File: src/rtl/idti_pkg.sv
// ----------------------------------------------------------------------------
// idti_pkg: shared definitions of the infrared distance table interpolator
// Calibration tables, field widths, range status codes and the queue word.
// ----------------------------------------------------------------------------
package idti_pkg;

	// Table and field sizes.
	localparam int TABLE_POINTS = 14;
	localparam int SAMPLE_BITS  = 10;
	localparam int VAL_W        = 10;
	localparam int CM_W         = 7;
	localparam int SLOPE_W      = 8;
	localparam int SEG_W        = (TABLE_POINTS > 2) ? $clog2(TABLE_POINTS - 1) : 1;
	localparam int CNT_W        = $clog2(TABLE_POINTS + 1);
	localparam int CMP_W        = (SAMPLE_BITS > VAL_W) ? SAMPLE_BITS : VAL_W;
	localparam int IN_TDATA_W   = ((SAMPLE_BITS + 7) / 8) * 8;
	localparam int OUT_TDATA_W  = ((CM_W + 7) / 8) * 8;

	// Queue between the classifier and the divider pipeline.
	localparam int FIFO_DEPTH   = 4;
	localparam int FIFO_PTR_W   = $clog2(FIFO_DEPTH);

	typedef logic [VAL_W-1:0]   val_t;
	typedef logic [CM_W-1:0]    cm_t;
	typedef logic [SLOPE_W-1:0] slope_t;

	// Falling voltage curve and the matching distances in centimetres.
	localparam val_t VOLT_PTS [TABLE_POINTS] = '{
		10'd745, 10'd512, 10'd397, 10'd331, 10'd283, 10'd255, 10'd224,
		10'd200, 10'd188, 10'd171, 10'd164, 10'd151, 10'd116, 10'd110
	};
	localparam cm_t CM_PTS [TABLE_POINTS] = '{
		7'd10, 7'd15, 7'd20, 7'd25, 7'd30, 7'd35, 7'd40,
		7'd45, 7'd50, 7'd55, 7'd60, 7'd65, 7'd70, 7'd75
	};
	// Integer slope of each segment: voltage step over centimetre step.
	localparam slope_t SLOPE_PTS [TABLE_POINTS-1] = '{
		8'd46, 8'd23, 8'd13, 8'd9, 8'd5, 8'd6, 8'd4,
		8'd2, 8'd3, 8'd1, 8'd2, 8'd7, 8'd1
	};

	// Range status carried with each result.
	typedef enum logic [1:0] {
		ST_IN_RANGE  = 2'd0,
		ST_TOO_CLOSE = 2'd1,
		ST_TOO_FAR   = 2'd2
	} status_t;

	// Classified word handed from the front to the back.
	typedef struct packed {
		logic [SAMPLE_BITS-1:0] sample;
		logic [SEG_W-1:0]       seg;
		status_t                status;
	} item_t;

endpackage

File: src/rtl/idti_front.sv
// ----------------------------------------------------------------------------
// idti_front: sample classifier
// Finds the first table point that the sample reaches, and from it the
// segment and the range status of the word.
// ----------------------------------------------------------------------------
module idti_front
	import idti_pkg::*;
(
	input  logic [SAMPLE_BITS-1:0] sample,
	output item_t                  item
);

	logic [CNT_W-1:0] first;

	// Priority search for the first point at or below the sample.
	always_comb begin
		first = CNT_W'(TABLE_POINTS);
		for (int k = TABLE_POINTS - 1; k >= 0; k--) begin
			if (CMP_W'(sample) >= CMP_W'(VOLT_PTS[k])) begin
				first = CNT_W'(k);
			end
		end
	end

	// Saturating cases at either end of the curve, otherwise the segment below.
	always_comb begin
		item.sample = sample;
		if (first == '0) begin
			item.status = ST_TOO_CLOSE;
			item.seg    = '0;
		end else if (first == CNT_W'(TABLE_POINTS)) begin
			item.status = ST_TOO_FAR;
			item.seg    = '0;
		end else begin
			item.status = ST_IN_RANGE;
			item.seg    = SEG_W'(first - 1'b1);
		end
	end

endmodule

File: src/rtl/idti_fifo.sv
// ----------------------------------------------------------------------------
// idti_fifo: short queue between classifier and divider
// Register-based first-in first-out buffer with a show-ahead read word.
// ----------------------------------------------------------------------------
module idti_fifo
	import idti_pkg::*;
(
	input  logic  clk,
	input  logic  arst_n,
	input  logic  push,
	input  item_t push_item,
	output logic  full,
	input  logic  pop,
	output logic  not_empty,
	output item_t pop_item
);

	item_t                 mem_q [FIFO_DEPTH];
	logic [FIFO_PTR_W-1:0] wr_ptr_q;
	logic [FIFO_PTR_W-1:0] rd_ptr_q;
	logic [FIFO_PTR_W:0]   count_q;

	assign full      = (count_q == (FIFO_PTR_W + 1)'(FIFO_DEPTH));
	assign not_empty = (count_q != '0);
	assign pop_item  = mem_q[rd_ptr_q];

	// Pointers and fill count.
	always_ff @(posedge clk or negedge arst_n) begin
		if (!arst_n) begin
			wr_ptr_q <= '0;
			rd_ptr_q <= '0;
			count_q  <= '0;
		end else begin
			if (push) begin
				wr_ptr_q <= wr_ptr_q + 1'b1;
			end
			if (pop) begin
				rd_ptr_q <= rd_ptr_q + 1'b1;
			end
			if (push && !pop) begin
				count_q <= count_q + 1'b1;
			end else if (pop && !push) begin
				count_q <= count_q - 1'b1;
			end
		end
	end

	// Storage needs no reset.
	always_ff @(posedge clk) begin
		if (push) begin
			mem_q[wr_ptr_q] <= push_item;
		end
	end

endmodule

File: src/rtl/idti_back.sv
// ----------------------------------------------------------------------------
// idti_back: interpolation pipeline
// Looks up the segment constants, divides the voltage excess by the slope
// one quotient bit per stage and adds the segment distance.
// ----------------------------------------------------------------------------
module idti_back
	import idti_pkg::*;
(
	input  logic            clk,
	input  logic            arst_n,
	input  logic            in_valid,
	input  item_t           in_item,
	output logic            pop,
	output logic            out_valid,
	input  logic            out_ready,
	output logic [CM_W-1:0] distance_cm,
	output logic [1:0]      range_status
);

	// Stage 0 is the lookup stage, stages 1 to VAL_W each settle one quotient bit.
	logic       pipe_vld_s [VAL_W+1];
	val_t       pipe_dd_s  [VAL_W+1];
	slope_t     pipe_rem_s [VAL_W+1];
	val_t       pipe_quo_s [VAL_W+1];
	slope_t     pipe_slp_s [VAL_W+1];
	cm_t        pipe_cm_s  [VAL_W+1];
	status_t    pipe_st_s  [VAL_W+1];

	slope_t     rem_next [VAL_W+1];
	val_t       quo_next [VAL_W+1];
	val_t       exc_in;
	logic [VAL_W:0] dist_sum;
	cm_t        dist_next;

	logic       out_valid_q;
	cm_t        dist_q;
	status_t    status_q;
	logic       en;

	// The whole pipeline moves whenever the output register can take a word.
	assign en  = !out_valid_q || out_ready;
	assign pop = en && in_valid;

	// Voltage excess above the sample in the chosen segment.
	assign exc_in = VAL_W'(CMP_W'(VOLT_PTS[in_item.seg]) - CMP_W'(in_item.sample));

	// Restoring division step of each stage.
	always_comb begin
		logic [SLOPE_W:0] trial;
		rem_next[0] = '0;
		quo_next[0] = '0;
		for (int k = 1; k <= VAL_W; k++) begin
			trial = {pipe_rem_s[k-1], pipe_dd_s[k-1][VAL_W-1]};
			if (trial >= {1'b0, pipe_slp_s[k-1]}) begin
				rem_next[k] = SLOPE_W'(trial - {1'b0, pipe_slp_s[k-1]});
				quo_next[k] = {pipe_quo_s[k-1][VAL_W-2:0], 1'b1};
			end else begin
				rem_next[k] = SLOPE_W'(trial);
				quo_next[k] = {pipe_quo_s[k-1][VAL_W-2:0], 1'b0};
			end
		end
	end

	// Final distance or saturated end value.
	assign dist_sum = (VAL_W + 1)'(pipe_quo_s[VAL_W]) + (VAL_W + 1)'(pipe_cm_s[VAL_W]);

	always_comb begin
		case (pipe_st_s[VAL_W])
			ST_IN_RANGE:  dist_next = CM_W'(dist_sum);
			ST_TOO_CLOSE: dist_next = CM_PTS[0];
			ST_TOO_FAR:   dist_next = CM_PTS[TABLE_POINTS-1];
			default:      dist_next = CM_PTS[0];
		endcase
	end

	// Valid flags of the stages and of the output register.
	always_ff @(posedge clk or negedge arst_n) begin
		if (!arst_n) begin
			for (int k = 0; k <= VAL_W; k++) begin
				pipe_vld_s[k] <= 1'b0;
			end
			out_valid_q <= 1'b0;
		end else if (en) begin
			pipe_vld_s[0] <= in_valid;
			for (int k = 1; k <= VAL_W; k++) begin
				pipe_vld_s[k] <= pipe_vld_s[k-1];
			end
			out_valid_q <= pipe_vld_s[VAL_W];
		end
	end

	// Payload of the stages and of the output register.
	always_ff @(posedge clk) begin
		if (en) begin
			pipe_dd_s[0]  <= exc_in;
			pipe_rem_s[0] <= rem_next[0];
			pipe_quo_s[0] <= quo_next[0];
			pipe_slp_s[0] <= SLOPE_PTS[in_item.seg];
			pipe_cm_s[0]  <= CM_PTS[in_item.seg];
			pipe_st_s[0]  <= in_item.status;
			for (int k = 1; k <= VAL_W; k++) begin
				pipe_dd_s[k]  <= {pipe_dd_s[k-1][VAL_W-2:0], 1'b0};
				pipe_rem_s[k] <= rem_next[k];
				pipe_quo_s[k] <= quo_next[k];
				pipe_slp_s[k] <= pipe_slp_s[k-1];
				pipe_cm_s[k]  <= pipe_cm_s[k-1];
				pipe_st_s[k]  <= pipe_st_s[k-1];
			end
			dist_q   <= dist_next;
			status_q <= pipe_st_s[VAL_W];
		end
	end

	assign out_valid    = out_valid_q;
	assign distance_cm  = dist_q;
	assign range_status = status_q;

endmodule

File: src/rtl/ir_distance_table_interpolator.sv
// ----------------------------------------------------------------------------
// ir_distance_table_interpolator: infrared sensor sample to centimetres
// An accepted sample passes the queue, the lookup stage, the divider stages and the output register.
// Throughput: one sample per cycle through the pipelined divider, unless m_tready stalls the output.
// Reset clears the queue and all valid flags at once; no clearing pass.
// ----------------------------------------------------------------------------
module ir_distance_table_interpolator
	import idti_pkg::*;
(
	input  logic                   clk,
	input  logic                   arst_n,
	input  logic                   s_tvalid,
	output logic                   s_tready,
	input  logic [IN_TDATA_W-1:0]  s_tdata,   // [9:0] sample
	output logic                   m_tvalid,
	input  logic                   m_tready,
	output logic [OUT_TDATA_W-1:0] m_tdata,   // [6:0] distance_cm
	output logic [1:0]             m_tuser    // [1:0] range_status
);

	item_t           front_item;
	item_t           queue_item;
	logic            push;
	logic            pop;
	logic            full;
	logic            not_empty;
	logic [CM_W-1:0] distance_cm;

	// Accept a sample whenever the queue has room.
	assign s_tready = !full;
	assign push     = s_tvalid && s_tready;

	idti_front u_front (
		.sample (s_tdata[SAMPLE_BITS-1:0]),
		.item   (front_item)
	);

	idti_fifo u_fifo (
		.clk       (clk),
		.arst_n    (arst_n),
		.push      (push),
		.push_item (front_item),
		.full      (full),
		.pop       (pop),
		.not_empty (not_empty),
		.pop_item  (queue_item)
	);

	idti_back u_back (
		.clk          (clk),
		.arst_n       (arst_n),
		.in_valid     (not_empty),
		.in_item      (queue_item),
		.pop          (pop),
		.out_valid    (m_tvalid),
		.out_ready    (m_tready),
		.distance_cm  (distance_cm),
		.range_status (m_tuser)
	);

	assign m_tdata = OUT_TDATA_W'(distance_cm);

`ifndef SYNTHESIS
	// A stalled output must hold the pipeline, so nothing leaves the queue.
	a_no_pop_on_stall: assert property (@(posedge clk) disable iff (!arst_n)
		(m_tvalid && !m_tready) |-> !pop)
		else $error("queue popped while the output was stalled");

	// Too close results carry the nearest table distance.
	a_close_value: assert property (@(posedge clk) disable iff (!arst_n)
		(m_tvalid && m_tuser == ST_TOO_CLOSE) |-> (m_tdata[6:0] == CM_PTS[0]))
		else $error("too close result has the wrong distance");

	// Too far results carry the farthest table distance.
	a_far_value: assert property (@(posedge clk) disable iff (!arst_n)
		(m_tvalid && m_tuser == ST_TOO_FAR) |-> (m_tdata[6:0] == CM_PTS[TABLE_POINTS-1]))
		else $error("too far result has the wrong distance");

	// Interpolated results stay within the calibrated span, or at most one centimetre past its far end.
	a_range_bound: assert property (@(posedge clk) disable iff (!arst_n)
		(m_tvalid && m_tuser == ST_IN_RANGE) |->
		(m_tdata[6:0] >= CM_PTS[0] && m_tdata[6:0] <= CM_PTS[TABLE_POINTS-1] + 1))
		else $error("interpolated distance out of the calibrated span");
`endif

endmodule

File: config.mk
export PLATFORM = sky130hd
export DESIGN_NAME = ir_distance_table_interpolator
export DESIGN_NICKNAME = d
export VERILOG_FILES = /design/src/rtl/idti_pkg.sv /design/src/rtl/idti_front.sv /design/src/rtl/idti_fifo.sv /design/src/rtl/idti_back.sv /design/src/rtl/ir_distance_table_interpolator.sv
export SDC_FILE = /design/constraint.sdc
export NUM_CORES = 1
export LEC_CHECK = 0
export BUFFER_PORTS_ARGS = -buffer_cell sky130_fd_sc_hd__buf_2
export CAP_MARGIN = 20
export CELL_PAD_IN_SITES_DETAIL_PLACEMENT = 1
export CELL_PAD_IN_SITES_GLOBAL_PLACEMENT = 2
export CORE_UTILIZATION = 35
export DETAILED_ROUTE_END_ITERATION = 10
export PLACE_DENSITY_LB_ADDON = 0.1
export SYNTH_ARGS = -nofsm -noshare
export SYNTH_HDL_FRONTEND = slang
export SYNTH_HIERARCHICAL = 1
export SYNTH_SLANG_ARGS = --single-unit
File: constraint.sdc
create_clock -name clk -period 7 [get_ports clk]
set_input_delay 0 -clock clk [delete_from_list [all_inputs] [get_ports clk]]
set_output_delay 0 -clock clk [all_outputs]
set_load 0.02 [all_outputs]
== After elaboration in Yosys (flattened, before gate mapping) ==
Memory sizes are Yosys's and may differ from the RTL's.
Index checks and enable logic that the tools add are counted.
Word-level totals
  flip-flop bits (word level): 28
  bits in writable memories: 559
  ROM bits: 400
  bits of input ports: 20
  word-level logic and storage cells: 135
  memories kept: 10
Cells by class
  add/subtract/negate cells: 17
  order comparisons: 25
  equality and inequality tests: 3
  mux-type cells: 49
  bitwise operators: 1
  reductions and logical operators: 13
Memory list
  (name not given): words 16, width 10, read ports 1, clocked after Yosys merged registers in 0, wr ports 0, line idti_back.sv:45  | assign exc_in = VAL_W'(CMP_W'(VOLT_PTS[in_item.seg]) - CMP_W'(in_item.sample));
  (name not given): words 16, width 8, read ports 1, clocked after Yosys merged registers in 0, wr ports 0, line idti_back.sv:98  | pipe_slp_s[0] <= SLOPE_PTS[in_item.seg];
  (name not given): words 16, width 7, read ports 1, clocked after Yosys merged registers in 0, wr ports 0, line idti_back.sv:99  | pipe_cm_s[0] <= CM_PTS[in_item.seg];
  u_back.pipe_dd_s: words 11, width 10, read ports 10, clocked after Yosys merged registers in 0, wr ports 11, line idti_back.sv:22  | val_t pipe_dd_s [VAL_W+1];
  u_back.pipe_quo_s: words 11, width 10, read ports 11, clocked after Yosys merged registers in 0, wr ports 11, line idti_back.sv:24  | val_t pipe_quo_s [VAL_W+1];
  u_back.pipe_rem_s: words 11, width 8, read ports 10, clocked after Yosys merged registers in 0, wr ports 11, line idti_back.sv:23  | slope_t pipe_rem_s [VAL_W+1];
  4 more memories
Operator list (count)
  2-to-1 mux 8 bit: 12
  >= comparator 9 x 8 -> 1 bit: 10
  subtractor 8 bit: 10
  >= comparator 10 x 8 -> 1 bit (second input constant): 7
  2-to-1 mux 4 bit: 8
  >= comparator 10 x 9 -> 1 bit (second input constant): 3
  >= comparator 10 bit (second input constant): 2
  >= comparator 10 x 7 -> 1 bit (second input constant): 2
  2-to-1 mux 10 bit: 2
  2-to-1 mux 3 bit: 6
  2-to-1 mux 1 bit: 14
  2-to-1 mux 7 bit: 2
  one-hot mux 7 bit (2 select lines): 1
  2-to-1 mux 6 bit: 2
  subtractor 10 bit: 1
  adder 7 bit: 1
  >= comparator 5 bit (second input constant): 1
  inverter 4 -> 5 bit: 1
  adder 2 x 1 -> 2 bit (second input constant): 2
  equality test 4 bit (second input constant): 1
  logical AND 1 bit: 4
  zero test 1 bit: 4
  zero test 4 bit: 1
  2-to-1 mux 2 bit: 2
  9 further kinds: 9

== Longest topological paths before layout ==
  word-level depth: 18
  gate-level depth with buffers: 14
  depth with buffers taken out: 12

== Modules after synthesis ==
The synthesis kept the hierarchy.
Modules (own cells, without submodules)
  idti_back: instances 1, cells each 1055, area an instance 14794.2 sq um
  idti_fifo: instances 1, cells each 118, area an instance 2745.1 sq um
  idti_front: instances 1, cells each 86, area an instance 606.8 sq um
  ir_distance_table_interpolator: instances 1, cells each 4, area an instance 21.3 sq um

== Least setup slack after synthesis ==
Ideal clock, no wire load.
  path type: reg-to-reg
  start point: register u_back.out_valid_q, in the netlist u_back/out_valid
  end point: register u_back.dist_q[0], in the netlist u_back/distance_cm[0], enable pin
  library setup time: 0.672 ns
  arrival time: 7.096 ns
  data required time: 6.328 ns
  path slack: -0.768 ns
  cell stages (with the launch flop): 4
  buffers on the path: 1
  clock period less this slack: 7.768 ns
  cells stage by stage: dfrtp_1 > nor2b_1 > clkbuf_1 > inv_1
Between the ends
  cells in the longest elaborated chain, start to end: 2
RTL lines
  start, declared: line idti_back.sv:35  | logic out_valid_q;
  start signal, assigned: line idti_back.sv:88  | out_valid_q <= pipe_vld_s[VAL_W];
  zero test 1 bit: line idti_back.sv:41  | assign en = !out_valid_q || out_ready;
  logical OR 1 bit: line idti_back.sv:41
  end signal, assigned: line idti_back.sv:109  | dist_q <= dist_next;
  end, declared: line idti_back.sv:36  | cm_t dist_q;
Every way passes these cells.
A chain may end at the register's enable or synchronous reset.

==> impl_metrics.toml <==
[outcome]
status = "completed"

[yosys]
top_reg_cell_synth = "sky130_fd_sc_hd__edfxtp_1"
ys_seq_elements = 406
ys_top_cells_by_count = "sky130_fd_sc_hd__edfxtp_1 (387), sky130_fd_sc_hd__inv_1 (107), sky130_fd_sc_hd__ha_1 (85)"
synth.yosys.warnings = 6
ys_types = 77
post-synth-top-area-fraction_pct = 64.0
post-synth-top-count-cell = "sky130_fd_sc_hd__edfxtp_1"
yosys.area.top_type = "sky130_fd_sc_hd__edfxtp_1"
ys_async_sr_fraction_pct = 4.68
postSynthAreaPerCell_um2 = 14.4
netlist_area_mm2 = 0.0182
synthCells = 1263
seq_area_frac_synth_pct = 66.6
synth.top_cells.by_area = "sky130_fd_sc_hd__edfxtp_1 (64%), sky130_fd_sc_hd__ha_1 (5.9%), sky130_fd_sc_hd__dfrtp_1 (2.6%)"
synthesized_netlist_net_count = 1379
number_of_enable_type_register_cells_in_the_synthesized_netlist = 387

[critical_path]
crit_path_cell_chain = "buf_4 -> mux4_1 -> inv_1 -> ha_1 -> a21oi_1 -> a21oi_1 -> ha_1 -> nor2b_1 -> o2111ai_1 -> nand3_1 -> o41ai_1 -> xnor2_1"
category_of_the_worst_setup_path_capture_point = "flip-flop"
setup.worst_path.start_class = "flip-flop"
crit_fanout = 11
critPathMaxStageDelay_ns = 0.83
critPathArrivalTime_ns = 4.50
ff2ff_path_depth = 12
criticalPathCategory = "flip-flop to flip-flop"
slowest_stage = "sky130_fd_sc_hd__mux4_1"
cp_data_required_time_ns = 7.31

[route]
drtPass1Iterations = 4
vias_per_cell = 4.86
routedWlPerCell_um = 16.3
dr_total_vias = 9910
first_iter_violations = 522
drt_drc_violations_left = 0
route.antenna.remaining_nets = 0
routed_wl_um = 33300

[floorplan]
fp-row-count = 83
die-height_um = 230
floorplan.initialDensity_pct = 35.4
floorplan.io_pins = 32
fp.dieW_um = 230
placeableCoreArea_mm2 = 0.0513
die_area_mm2 = 0.0528

[run]
timing.max_cap.violations = 0

[timing]
hold_violations = 0
slew_headroom_pct = 33.0
timing.setup.tns_ns = 0
rsz_0062_raised_after_global_routing = "no"
period_share_pct = 59.9
max_slew.worst_pin.slew_ns = 1.01
period_minus_slack_ns = 4.20
holdWs_ns = 0.332
fmax_ghz = 0.238
report.final.slew_viol_count = 0
setup_viol = 0
final.setup_skew_ns = 0.0268

[global_routing]
grt.total_usage_pct = 12.9
wire_length_of_the_first_global_routing_pass_um = 54700
antenna_found_initial = 0
maximum_number_of_pins_on_one_net_before_global_route_repair = 194
grt_overflow_total = 0
via_count_of_the_first_global_routing_pass = 10500

[power_and_ir_drop]
leakage_nw = 7.67
power_density_mw_per_mm2 = 509
ir_worst_vdd_v = 0.000208

[min_path]
min_delay_path_depth = 2
hold_class = "input pin to flip-flop"

[clock_tree]
clockRootBuffer = "sky130_fd_sc_hd__clkbuf_16"
cts.sink_count = 406
tritoncts = "yes"
cts_max_path_buffers = 3
clk_pin_slew_ns = 0.06
cts_htree_levels = 2
tritoncts.num_buffers = 46
worstSkewPairLatency_ns = 0.59
post-cts-setup-buffer-count = 0

[finish]
flow.area_growth_from_synthesis_pct = 13.9
fraction_of_layout_instances_using_a_drive_strength_above_1_pct = 12.0
antenna-diode-count = 0
post-route-util_pct = 40.3
final_cells = 2038
finalNetCount = 1436

[place]
place.detailed.instances = 1938
io_buffer_count = 24
gp_congestion = 0.765
dpl_wire_length_um = 22200
final timing paths:
kind / startpoint / end / slack (ns)
max: u_fifo/rd_ptr_q[0] / u_back/pipe_dd_s[0][8] / 2.80
min: s_tdata[0] / u_fifo/mem_q[0][6] / 0.33
max reg2reg: u_fifo/rd_ptr_q[0] / u_back/pipe_dd_s[0][8] / 2.80
min reg2reg: u_back/pipe_dd_s[4][8] / u_back/pipe_dd_s[5][9] / 0.40
max in group asynchronous: arst_n / u_back/pipe_vld_s[4] / 5.83
min in group asynchronous: arst_n / u_fifo/count_q[2] / 0.61
routing by layer:
metal | track usage [%] | wire length, um
met1 | 15.7 | 14700
met2 | 22.5 | 16600
met3 | 2.42 | 1080
met4 | 5.07 | 895
met5 | 0 | 0
kinds of logic (layout without fill, tap and decap cells):
family	after synthesis	in the layout	share of synthesized area [%]
AOI/OAI and AO/OA	260	260	9.28
xor gates and xnor gates	36	36	1.74
adders and majority gates	96	96	7.07
buffers and inverters	144	239	3.57
DFF	406	406	66.6
muxes	41	41	3.65
other	1	1	0.0206
and+or+nand+nor	279	279	8.10
registers in the layout (all words and copies together) (netlist names), 7 cells and up:
name	flops
u_back/distance_cm	7
u_back/pipe_rem_s	72
u_back/pipe_slp_s	60
u_back/pipe_dd_s	55
u_back/pipe_cm_s	77
u_back/pipe_quo_s	28
u_back/pipe_vld_s	11
u_back/pipe_st_s	22
u_fifo/mem_q	64
what timing repair did:
action,4_1_cts,5_1_grt
hold endpoints to repair,73,0
hold buffers,14,0
resized for setup,0,0
final cells by class:
class                           count  area, um^2
Clock buffer                       51        1170
Clock inverter                     35         407
Fill cell                        5273       30600
Inverter                          107         405
Multi-Input combinational cell    713        5430
Sequential cell                   406       12100
Tap cell                          680         851
Timing Repair Buffer               46         333
power breakdown:
part	total, mW	internal, mW	switching, mW
clock network	2.46	1.45	1.01
logic	3.77	1.60	2.17
registers	4.31	3.92	0.390
total	10.5	6.97	3.57
cell usage in the layout (no fill, tap or decap), types with 9 or more instances in the layout:
cell type,n
sky130_fd_sc_hd__a211o_1,17
sky130_fd_sc_hd__a21o_1,12
sky130_fd_sc_hd__a21oi_1,68
sky130_fd_sc_hd__a31oi_1,10
sky130_fd_sc_hd__and3_1,9
sky130_fd_sc_hd__buf_2,24
sky130_fd_sc_hd__clkbuf_16,46
sky130_fd_sc_hd__clkinv_2,11
sky130_fd_sc_hd__dfrtp_1,19
sky130_fd_sc_hd__dlygate4sd3_1,14
sky130_fd_sc_hd__edfxtp_1,387
sky130_fd_sc_hd__fa_1,11
sky130_fd_sc_hd__ha_1,85
sky130_fd_sc_hd__inv_1,106
sky130_fd_sc_hd__mux2_2,18
sky130_fd_sc_hd__nand2_1,49
sky130_fd_sc_hd__nand2b_1,24
sky130_fd_sc_hd__nand3_1,14
sky130_fd_sc_hd__nor2_1,80
sky130_fd_sc_hd__nor2b_1,21
sky130_fd_sc_hd__nor3_1,16
sky130_fd_sc_hd__o21a_1,19
sky130_fd_sc_hd__o21ai_0,64
sky130_fd_sc_hd__o31ai_1,13
sky130_fd_sc_hd__or2_2,11
sky130_fd_sc_hd__xnor2_1,20
sky130_fd_sc_hd__xor2_1,16
worst max-delay path, delay by kind of cell, from the launching register on:
kind,cells,cell delay (ns)
AO/OA/AOI/OAI,4,0.85
multiplexers,1,0.83
buffers and inverters,2,0.64
flip-flops,1,0.60
adder cells (fa/ha/maj),2,0.56
AND/OR/NAND/NOR,2,0.33
XOR/XNOR,1,0.11
per-stage QoR:
stage                     cell area, um^2  power, mW  worst slack, ns
final                               20700       10.5             2.80
after global routing                20700       11.4             2.51
after CTS                           20700       10.7             2.80
after detailed placement            19000       8.19             2.81
after global placement              19000       8.12             2.87
after floorplan                     18200       7.21            0.492
No activity file was read; power rests on OpenSTA's default activity.
